## src/hw/rtl/oaht_pkg.sv

```systemverilog
// Shared types, sizes and codes for the open addressing hash table.
`timescale 1ns / 1ps

package oaht_pkg;

    // Table geometry. The slot count is a power of two, so the hash and the
    // probe wrap reduce to masking the low bits.
    localparam int SLOT_W     = 4;
    localparam int SLOTS      = 2 ** SLOT_W;
    localparam int CNT_W      = SLOT_W + 1;
    localparam int KEY_BYTES  = 8;
    localparam int KB_W       = (KEY_BYTES > 1) ? $clog2(KEY_BYTES) : 1;

    // Field widths of the request and result.
    localparam int OP_W       = 2;
    localparam int KEY_W      = 64;
    localparam int AGE_W      = 8;
    localparam int STATUS_W   = 2;
    localparam int SLOT_OUT_W = 4;
    localparam int MARK_W     = 2;

    // Operation codes.
    localparam logic [OP_W-1:0] OP_INSERT = 2'd0;
    localparam logic [OP_W-1:0] OP_LOOKUP = 2'd1;
    localparam logic [OP_W-1:0] OP_DELETE = 2'd2;

    // Result status codes.
    localparam logic [STATUS_W-1:0] ST_OK        = 2'd0;
    localparam logic [STATUS_W-1:0] ST_NOT_FOUND = 2'd1;
    localparam logic [STATUS_W-1:0] ST_FULL      = 2'd2;

    // Slot marks.
    localparam logic [MARK_W-1:0] MARK_EMPTY   = 2'd0;
    localparam logic [MARK_W-1:0] MARK_USED    = 2'd1;
    localparam logic [MARK_W-1:0] MARK_DELETED = 2'd2;

    typedef struct packed {
        logic [OP_W-1:0]  op;
        logic [KEY_W-1:0] key;
        logic [AGE_W-1:0] age_in;
    } t_req;

    typedef struct packed {
        logic [STATUS_W-1:0]   status;
        logic [AGE_W-1:0]      age_out;
        logic [SLOT_OUT_W-1:0] slot_out;
    } t_res;

    // One stored table entry.
    typedef struct packed {
        logic [KEY_W-1:0] key;
        logic [AGE_W-1:0] age;
    } t_entry;

    // Hash unit answer: normalized key and home slot.
    typedef struct packed {
        logic [KEY_W-1:0]  norm;
        logic [SLOT_W-1:0] home;
    } t_hash_res;

endpackage

```

## src/hw/rtl/open_addressing_hash_table.sv

```systemverilog
// Top level: linear probing hash table with tombstones and its probe sequencer.
`timescale 1ns / 1ps

// A request (insert, lookup or delete) is presented on i_req and taken at a
// rising edge where start is high and busy is low. busy stays high while the
// request is worked on; one request is in flight at a time.
// The key is first hashed one byte per cycle, up to the first zero byte and
// at most 8 bytes. The table is then probed from the home slot one slot at a
// time; for a lookup or delete, a used slot also passes through a compare
// state, since the stored key comes out of the entry RAM registered after its
// address. The hash result is handed over to the probe in the hash state.
// The result appears on o_res for exactly one cycle with o_res_valid high;
// the receiver cannot hold it off. busy falls in that same cycle, so the
// next request may be taken while the result is shown.
// Synchronous reset marks every slot empty and idles the block.

module open_addressing_hash_table (
    input  logic           i_clk,
    input  logic           i_rst_n,
    input  logic           start,
    input  oaht_pkg::t_req i_req,
    output logic           busy,
    output logic           o_res_valid,
    output oaht_pkg::t_res o_res
);

    typedef enum logic [1:0] {
        S_IDLE,
        S_HASH,
        S_PROBE,
        S_CMP
    } t_state;

    t_state                          r_state;
    logic [oaht_pkg::OP_W-1:0]       r_op;
    logic [oaht_pkg::AGE_W-1:0]      r_age;
    logic [oaht_pkg::KEY_W-1:0]      r_key;
    logic [oaht_pkg::SLOT_W-1:0]     r_slot;
    logic [oaht_pkg::CNT_W-1:0]      r_cnt;
    logic [oaht_pkg::MARK_W-1:0]     r_marks [oaht_pkg::SLOTS];
    logic                            r_res_valid;
    oaht_pkg::t_res                  r_res;

    logic                            accept;
    logic                            hash_done;
    oaht_pkg::t_hash_res             hash_res;
    logic [oaht_pkg::MARK_W-1:0]     cur_mark;
    logic                            probes_left;
    logic                            ins_here;
    logic                            ram_we;
    oaht_pkg::t_entry                wr_entry;
    logic [$bits(oaht_pkg::t_entry)-1:0] rd_bits;
    oaht_pkg::t_entry                rd_entry;
    logic                            key_match;
    logic [oaht_pkg::STATUS_W-1:0]   fail_status;

    assign accept = start && !busy;

    // Key hash unit.
    oaht_hash u_hash (
        .i_clk   (i_clk),
        .i_rst_n (i_rst_n),
        .i_load  (accept),
        .i_key   (i_req.key),
        .o_done  (hash_done),
        .o_res   (hash_res)
    );

    // Probe decode: current mark, insert slot found, key compare.
    always_comb begin
        cur_mark     = r_marks[r_slot];
        probes_left  = (r_cnt != oaht_pkg::CNT_W'(oaht_pkg::SLOTS));
        ins_here     = (cur_mark == oaht_pkg::MARK_EMPTY)
                    || (cur_mark == oaht_pkg::MARK_DELETED);
        ram_we       = (r_state == S_PROBE) && probes_left
                    && (r_op == oaht_pkg::OP_INSERT) && ins_here;
        wr_entry.key = r_key;
        wr_entry.age = r_age;
        rd_entry     = oaht_pkg::t_entry'(rd_bits);
        key_match    = (rd_entry.key == r_key);
        fail_status  = (r_op == oaht_pkg::OP_INSERT) ? oaht_pkg::ST_FULL
                                                     : oaht_pkg::ST_NOT_FOUND;
    end

    // Key and age store, addressed by the probe slot.
    oaht_ram #(
        .WIDTH ($bits(oaht_pkg::t_entry)),
        .DEPTH (oaht_pkg::SLOTS)
    ) u_entry_ram (
        .i_clk   (i_clk),
        .i_we    (ram_we),
        .i_waddr (r_slot),
        .i_wdata (wr_entry),
        .i_raddr (r_slot),
        .o_rdata (rd_bits)
    );

    // Request sequencer, slot marks and the registered result.
    always_ff @(posedge i_clk) begin
        if (!i_rst_n) begin
            r_state     <= S_IDLE;
            r_res_valid <= 1'b0;
            r_cnt       <= '0;
            for (int i = 0; i < oaht_pkg::SLOTS; i++) begin
                r_marks[i] <= oaht_pkg::MARK_EMPTY;
            end
        end else begin
            r_res_valid <= 1'b0;
            unique case (r_state)
                S_IDLE: begin
                    if (start) begin
                        r_op    <= i_req.op;
                        r_age   <= i_req.age_in;
                        r_state <= S_HASH;
                    end
                end
                S_HASH: begin
                    if (hash_done) begin
                        r_key   <= hash_res.norm;
                        r_slot  <= hash_res.home;
                        r_cnt   <= '0;
                        r_state <= S_PROBE;
                    end
                end
                S_PROBE: begin
                    if (!probes_left) begin
                        r_res.status   <= fail_status;
                        r_res.age_out  <= '0;
                        r_res.slot_out <= '0;
                        r_res_valid    <= 1'b1;
                        r_state        <= S_IDLE;
                    end else begin
                        unique case (r_op) inside
                            oaht_pkg::OP_INSERT: begin
                                if (ins_here) begin
                                    r_marks[r_slot] <= oaht_pkg::MARK_USED;
                                    r_res.status    <= oaht_pkg::ST_OK;
                                    r_res.age_out   <= '0;
                                    r_res.slot_out  <= oaht_pkg::SLOT_OUT_W'(r_slot);
                                    r_res_valid     <= 1'b1;
                                    r_state         <= S_IDLE;
                                end else begin
                                    r_slot <= r_slot + 1'b1;
                                    r_cnt  <= r_cnt + 1'b1;
                                end
                            end
                            oaht_pkg::OP_LOOKUP, oaht_pkg::OP_DELETE: begin
                                if (cur_mark == oaht_pkg::MARK_EMPTY) begin
                                    r_res.status   <= oaht_pkg::ST_NOT_FOUND;
                                    r_res.age_out  <= '0;
                                    r_res.slot_out <= '0;
                                    r_res_valid    <= 1'b1;
                                    r_state        <= S_IDLE;
                                end else if (cur_mark == oaht_pkg::MARK_DELETED) begin
                                    r_slot <= r_slot + 1'b1;
                                    r_cnt  <= r_cnt + 1'b1;
                                end else begin
                                    r_state <= S_CMP;
                                end
                            end
                            default: begin
                                r_res.status   <= oaht_pkg::ST_NOT_FOUND;
                                r_res.age_out  <= '0;
                                r_res.slot_out <= '0;
                                r_res_valid    <= 1'b1;
                                r_state        <= S_IDLE;
                            end
                        endcase
                    end
                end
                S_CMP: begin
                    if (key_match) begin
                        if (r_op == oaht_pkg::OP_DELETE) begin
                            r_marks[r_slot] <= oaht_pkg::MARK_DELETED;
                        end
                        r_res.status   <= oaht_pkg::ST_OK;
                        r_res.age_out  <= rd_entry.age;
                        r_res.slot_out <= oaht_pkg::SLOT_OUT_W'(r_slot);
                        r_res_valid    <= 1'b1;
                        r_state        <= S_IDLE;
                    end else begin
                        r_slot  <= r_slot + 1'b1;
                        r_cnt   <= r_cnt + 1'b1;
                        r_state <= S_PROBE;
                    end
                end
                default: begin
                    r_state <= S_IDLE;
                end
            endcase
        end
    end

    assign busy        = (r_state != S_IDLE);
    assign o_res_valid = r_res_valid;
    assign o_res       = r_res;

    // An accepted request keeps the block busy in the next cycle.
    a_accept_busy: assert property (@(posedge i_clk) disable iff (!i_rst_n)
        accept |=> busy)
        else $error("request accepted but block not busy");

    // A result is only shown once the sequencer is back at rest.
    a_res_idle: assert property (@(posedge i_clk) disable iff (!i_rst_n)
        o_res_valid |-> !busy)
        else $error("result shown while busy");

    // A full table can only be reported for an insert.
    a_full_insert: assert property (@(posedge i_clk) disable iff (!i_rst_n)
        (o_res_valid && (o_res.status == oaht_pkg::ST_FULL))
            |-> (r_op == oaht_pkg::OP_INSERT))
        else $error("table full reported for a non-insert request");

    // Failed requests carry zero age and slot.
    a_fail_zero: assert property (@(posedge i_clk) disable iff (!i_rst_n)
        (o_res_valid && (o_res.status != oaht_pkg::ST_OK))
            |-> ((o_res.age_out == '0) && (o_res.slot_out == '0)))
        else $error("failed request with nonzero age or slot");

    // The probe never visits more slots than the table holds.
    a_probe_bound: assert property (@(posedge i_clk) disable iff (!i_rst_n)
        (r_state == S_CMP) |-> (r_cnt < oaht_pkg::CNT_W'(oaht_pkg::SLOTS)))
        else $error("probe count past the slot count");

endmodule

```

## src/hw/rtl/oaht_ram.sv

```systemverilog
// Generic single write port RAM with one registered read port.
`timescale 1ns / 1ps

module oaht_ram #(
    parameter int WIDTH = 8,
    parameter int DEPTH = 16
) (
    input  logic                     i_clk,
    input  logic                     i_we,
    input  logic [$clog2(DEPTH)-1:0] i_waddr,
    input  logic [WIDTH-1:0]         i_wdata,
    input  logic [$clog2(DEPTH)-1:0] i_raddr,
    output logic [WIDTH-1:0]         o_rdata
);

    logic [WIDTH-1:0] r_mem [DEPTH];
    logic [WIDTH-1:0] r_rdata;

    // Write and registered read.
    always_ff @(posedge i_clk) begin
        if (i_we) begin
            r_mem[i_waddr] <= i_wdata;
        end
        r_rdata <= r_mem[i_raddr];
    end

    assign o_rdata = r_rdata;

endmodule

```

## src/hw/rtl/oaht_hash.sv

```systemverilog
// Iterative key hash: one key byte per cycle through a shared add and multiply.
`timescale 1ns / 1ps

module oaht_hash (
    input  logic                        i_clk,
    input  logic                        i_rst_n,
    input  logic                        i_load,
    input  logic [oaht_pkg::KEY_W-1:0]  i_key,
    output logic                        o_done,
    output oaht_pkg::t_hash_res         o_res
);

    logic                         r_run;
    logic                         r_done;
    logic [oaht_pkg::KB_W-1:0]    r_idx;
    logic [oaht_pkg::KEY_W-1:0]   r_key;
    logic [oaht_pkg::KEY_W-1:0]   r_norm;
    logic [oaht_pkg::SLOT_W-1:0]  r_h;

    logic [7:0]                   cur_byte;
    logic [oaht_pkg::SLOT_W-1:0]  sum;
    logic [oaht_pkg::SLOT_W-1:0]  n_h;
    logic                         last_byte;

    // Shared step: h = (h + b) * b, kept to the slot bits.
    always_comb begin
        cur_byte  = r_key[7:0];
        sum       = r_h + cur_byte[oaht_pkg::SLOT_W-1:0];
        n_h       = oaht_pkg::SLOT_W'(sum * cur_byte[oaht_pkg::SLOT_W-1:0]);
        last_byte = (r_idx == oaht_pkg::KB_W'(oaht_pkg::KEY_BYTES - 1));
    end

    // Byte sequencer; the key shifts down one byte per step.
    always_ff @(posedge i_clk) begin
        if (!i_rst_n) begin
            r_run  <= 1'b0;
            r_done <= 1'b0;
        end else begin
            r_done <= 1'b0;
            if (i_load) begin
                r_run  <= 1'b1;
                r_idx  <= '0;
                r_key  <= i_key;
                r_norm <= '0;
                r_h    <= '0;
            end else if (r_run) begin
                if (cur_byte == 8'd0) begin
                    r_run  <= 1'b0;
                    r_done <= 1'b1;
                end else begin
                    r_h                 <= n_h;
                    r_norm[r_idx*8 +: 8] <= cur_byte;
                    r_key               <= r_key >> 8;
                    r_idx               <= r_idx + 1'b1;
                    if (last_byte) begin
                        r_run  <= 1'b0;
                        r_done <= 1'b1;
                    end
                end
            end
        end
    end

    assign o_done     = r_done;
    assign o_res.norm = r_norm;
    assign o_res.home = r_h;

endmodule
```

## config.mk

```make
export PLATFORM = sky130hd
export DESIGN_NAME = open_addressing_hash_table
export DESIGN_NICKNAME = d
export VERILOG_FILES = /design/src/hw/rtl/oaht_pkg.sv /design/src/hw/rtl/open_addressing_hash_table.sv /design/src/hw/rtl/oaht_ram.sv /design/src/hw/rtl/oaht_hash.sv
export SDC_FILE = /design/constraint.sdc
export NUM_CORES = 2
export LEC_CHECK = 0
export BUFFER_PORTS_ARGS = -buffer_cell sky130_fd_sc_hd__buf_2
export CAP_MARGIN = 5
export CORE_ASPECT_RATIO = 2
export CORE_UTILIZATION = 60
export CTS_CLUSTER_DIAMETER = 60
export CTS_CLUSTER_SIZE = 20
export DETAILED_ROUTE_END_ITERATION = 10
export GPL_TIMING_DRIVEN = 1
export PLACE_DENSITY_LB_ADDON = 0.12
export SKIP_LAST_GASP = 1
export SLEW_MARGIN = 15
export SYNTH_ARGS = -nofsm -noshare
export SYNTH_HDL_FRONTEND = slang
export SYNTH_SLANG_ARGS = --single-unit
```

## constraint.sdc

```tcl
create_clock -name i_clk -period 9.7 [get_ports i_clk]
set_input_delay 0 -clock i_clk [delete_from_list [all_inputs] [get_ports i_clk]]
set_output_delay 0 -clock i_clk [all_outputs]
set_load 0.01 [all_outputs]
```

==> out/results.ini <==
[status]
outcome = complete, no violations

[timing]
slew_viol_final = 0
rsz0062_at_grt = no
fin_setup_tns_ps = 0
fin_crit_ps = 4920
fmax_mhz = 203
setup_slack_ps = 4780
timing.final.crit_share_pct = 50.7
slew_headroom_pct = 24.9
worst_pin_slew_ps = 1130
skew_ps = 34.2
setup_violations = 0
finalHoldViolations = 0

[cts]
htreeDepth = 3
numCtsBuffers = 84
post_cts_buffers = 0
root_buffer = clkbuf_16
cts_tree = done
clk_latency_ps = 710
cts.clk_slew.worst_paths_ps = 80
cts_resized = 0
clk_path_buf_depth = 3
hold_buffers = 84
cts_num_sinks = 1497

[die]
die_h_um = 438
die_w_um = 220
num_rows = 159
start_util_pct = 60.6
io_pins = 93
dieArea_um2 = 96200
core_um2 = 93900

[yosys]
ys_ff_latch = 1497
yosysUniqueCellTypes = 51
ys.flop_type = edfxtp_1
syn_nets = 2699
ys_warn_count = 0
syn_inst = 2600
synth_edf_count = 1411
synth_area_leader_cell = edfxtp_1
avgSynthCellArea_um2 = 21.9
synthTopCellsByArea = edfxtp_1 74%, mux4_2 14%, dfxtp_1 3.0%
syn_area_um2 = 56900
postSynth.asyncResetShare_pct = 0
yosysTopAreaCellShare_pct = 74.4
ys_seq_area_share_pct = 77.5

[route]
detail-route-antenna-nets = 0
vias = 26400
wirelength_um = 135000
drtIter0Drc = 2897
viasPerCell = 6.47
firstDrtPassIters = 5
wl_per_cell_um = 33.1
drc_errors = 0

[power]
pwr_density_cell_nw_per_um2 = 177
ir_worst_vdd_uv = 191
p_int_mw = 8.86
p_sw_share_pct = 19.9
p_leak_nw = 19.9
pwr-share-seq_pct = 64.3
p_switching_mw = 2.20
clock_power_share_pct = 33.5
pwr-share-comb_pct = 2.2

[place]
dp_hpwl_um = 81600
dp_cells = 3843
io_buffers = 92
place_congestion = 0.894
dp_slack_ps = 4710

[global_routing]
track_usage_pct = 29.2
grt_start_max_net_pins = 109
antenna_found_initial = 4
grt_pass1_vias = 28000
grt_pass1_wl_um = 194000
grt.overflow.total = 0

[min_path]
min_path_type = input pin to flop

[critical_path]
cp_max_fo = 42
worstPathArrival_ps = 5230
required_ps = 10010
critPathKind = flop to flop
crit_path_end_kind = flop
crit_path_start_kind = flop

[final_layout]
area_delta_synth_final_pct = 9.78
drive_above_1_share_pct = 24.8
fillers = 6013
instances_no_fill = 4086
final_cell_mix = 1411 x edfxtp_1, 364 x mux4_2, 135 x nor2_1, 92 x buf_2, 87 x clkbuf_16
layout.nets = 2906
final_common_cell = edfxtp_1

[flow_run]
max-cap-violations = 0

-- synth_stat cells, types with 2 or more instances --
master and number:
xor2_1 68, clkbuf_1 77, mux4_2 364, nor3_1 5, nor4_1 18, o211ai_1 3
o21ai_0 21, o21ai_1 2, edfxtp_1 1411, buf_2 8, nand2_1 54, mux2_2 63
nor2_1 153, mux4_1 4, nand2b_1 3, a21oi_1 45, and2_1 21, dfxtp_1 86
nand4_1 5, and4b_1 2, and3_1 12, nor2b_1 22, nor4_2 2, xnor2_1 7
nand3_1 16, mux2i_1 34, buf_1 35, inv_1 15, o221ai_1 2, ha_1 21
-- worst max-delay path, stage by stage, from the launching register on --
cell and delay [ps]:
dfxtp_1 500, mux4_1 600, mux2_2 320, mux2i_4 250
nand3_2 740, nor2_4 840, buf_4 440, buf_4 750
-- cell type report --
| class | count | area, um2 | area share (%) |
|---|---|---|---|
| clock buffer | 150 | 2420 | 3.88 |
| inverter | 15 | 56.3 | 0.0901 |
| tap | 1207 | 1510 | 2.42 |
| antenna | 4 | 10.0 | 0.0160 |
| multi-input combinational | 966 | 12500 | 19.9 |
| timing repair buffer | 243 | 1880 | 3.01 |
| sequential | 1497 | 44100 | 70.6 |
| clock inverter | 4 | 50.0 | 0.0801 |
-- state kept, by name, summed over array words and instances, names as in the netlist, 3 cells and up, named ones only --
name                 cells
r_slot                   4
o_res                   14
r_age                    8
u_hash.r_idx             3
u_entry_ram.o_rdata     72
r_key                   64
u_hash.r_h               4
u_entry_ram.r_mem     1152
r_marks                 32
u_hash.r_norm           64
u_hash.r_key            64
r_cnt                    5
-- power by group through the flow --
stage | sequential [mW] | combinational [mW] | clock, mW
floorplan | 7.21 | 0.148 | 0
global placement | 7.26 | 0.207 | 0
detailed placement | 7.26 | 0.215 | 0
CTS | 7.11 | 0.244 | 3.77
global route | 7.11 | 0.265 | 3.95
finish | 7.11 | 0.245 | 3.70
-- worst paths after layout --
path / endpoint / startpoint / slack (ps) / cells after the start
max: u_entry_ram.r_mem[9][46] / flop / 4780 / 7
min: r_age[2] / i_req[2] / 50 / 2
max reg2reg: u_entry_ram.r_mem[9][46] / flop / 4780 / 7
min reg2reg: r_key[8] / u_hash.r_norm[8] / 460 / 0
-- logic make-up after synthesis --
family / count (synthesis) / share of synthesized area (%)
and+or+nand+nor: 321 / 2.64
muxes: 466 / 16.5
AOI/OAI and AO/OA: 82 / 0.822
buffers and inverters: 137 / 0.937
DFF: 1497 / 77.5
adders and majority gates: 22 / 0.497
xor gates and xnor gates: 75 / 1.15
-- stage by stage --
step	utilization (%)	hold slack (ps)	area, um2	power, mW
4_1_cts	66.5	5.05	62400	11.1
2_1_floorplan	-	98.9	56900	7.36
5_1_grt	66.5	40.0	62500	11.3
6_report	66.5	48.1	62500	11.1
3_3_place_gp	62.9	179	59100	7.47
3_5_place_dp	63.0	179	59100	7.48
-- layer usage --
| metal | wire, um | global-route usage, % | up-vias |
|---|---|---|---|
| met1 | 46000 | 33.8 | 14200 |
| met3 | 6170 | 3.13 | 225 |
| met5 | 0 | 0 | - |
| met2 | 74500 | 52.2 | 989 |
| met4 | 8660 | 17.1 | 0 |
| li1 | - | - | 11000 |
Note: power is estimated with default switching activity, not from simulation.
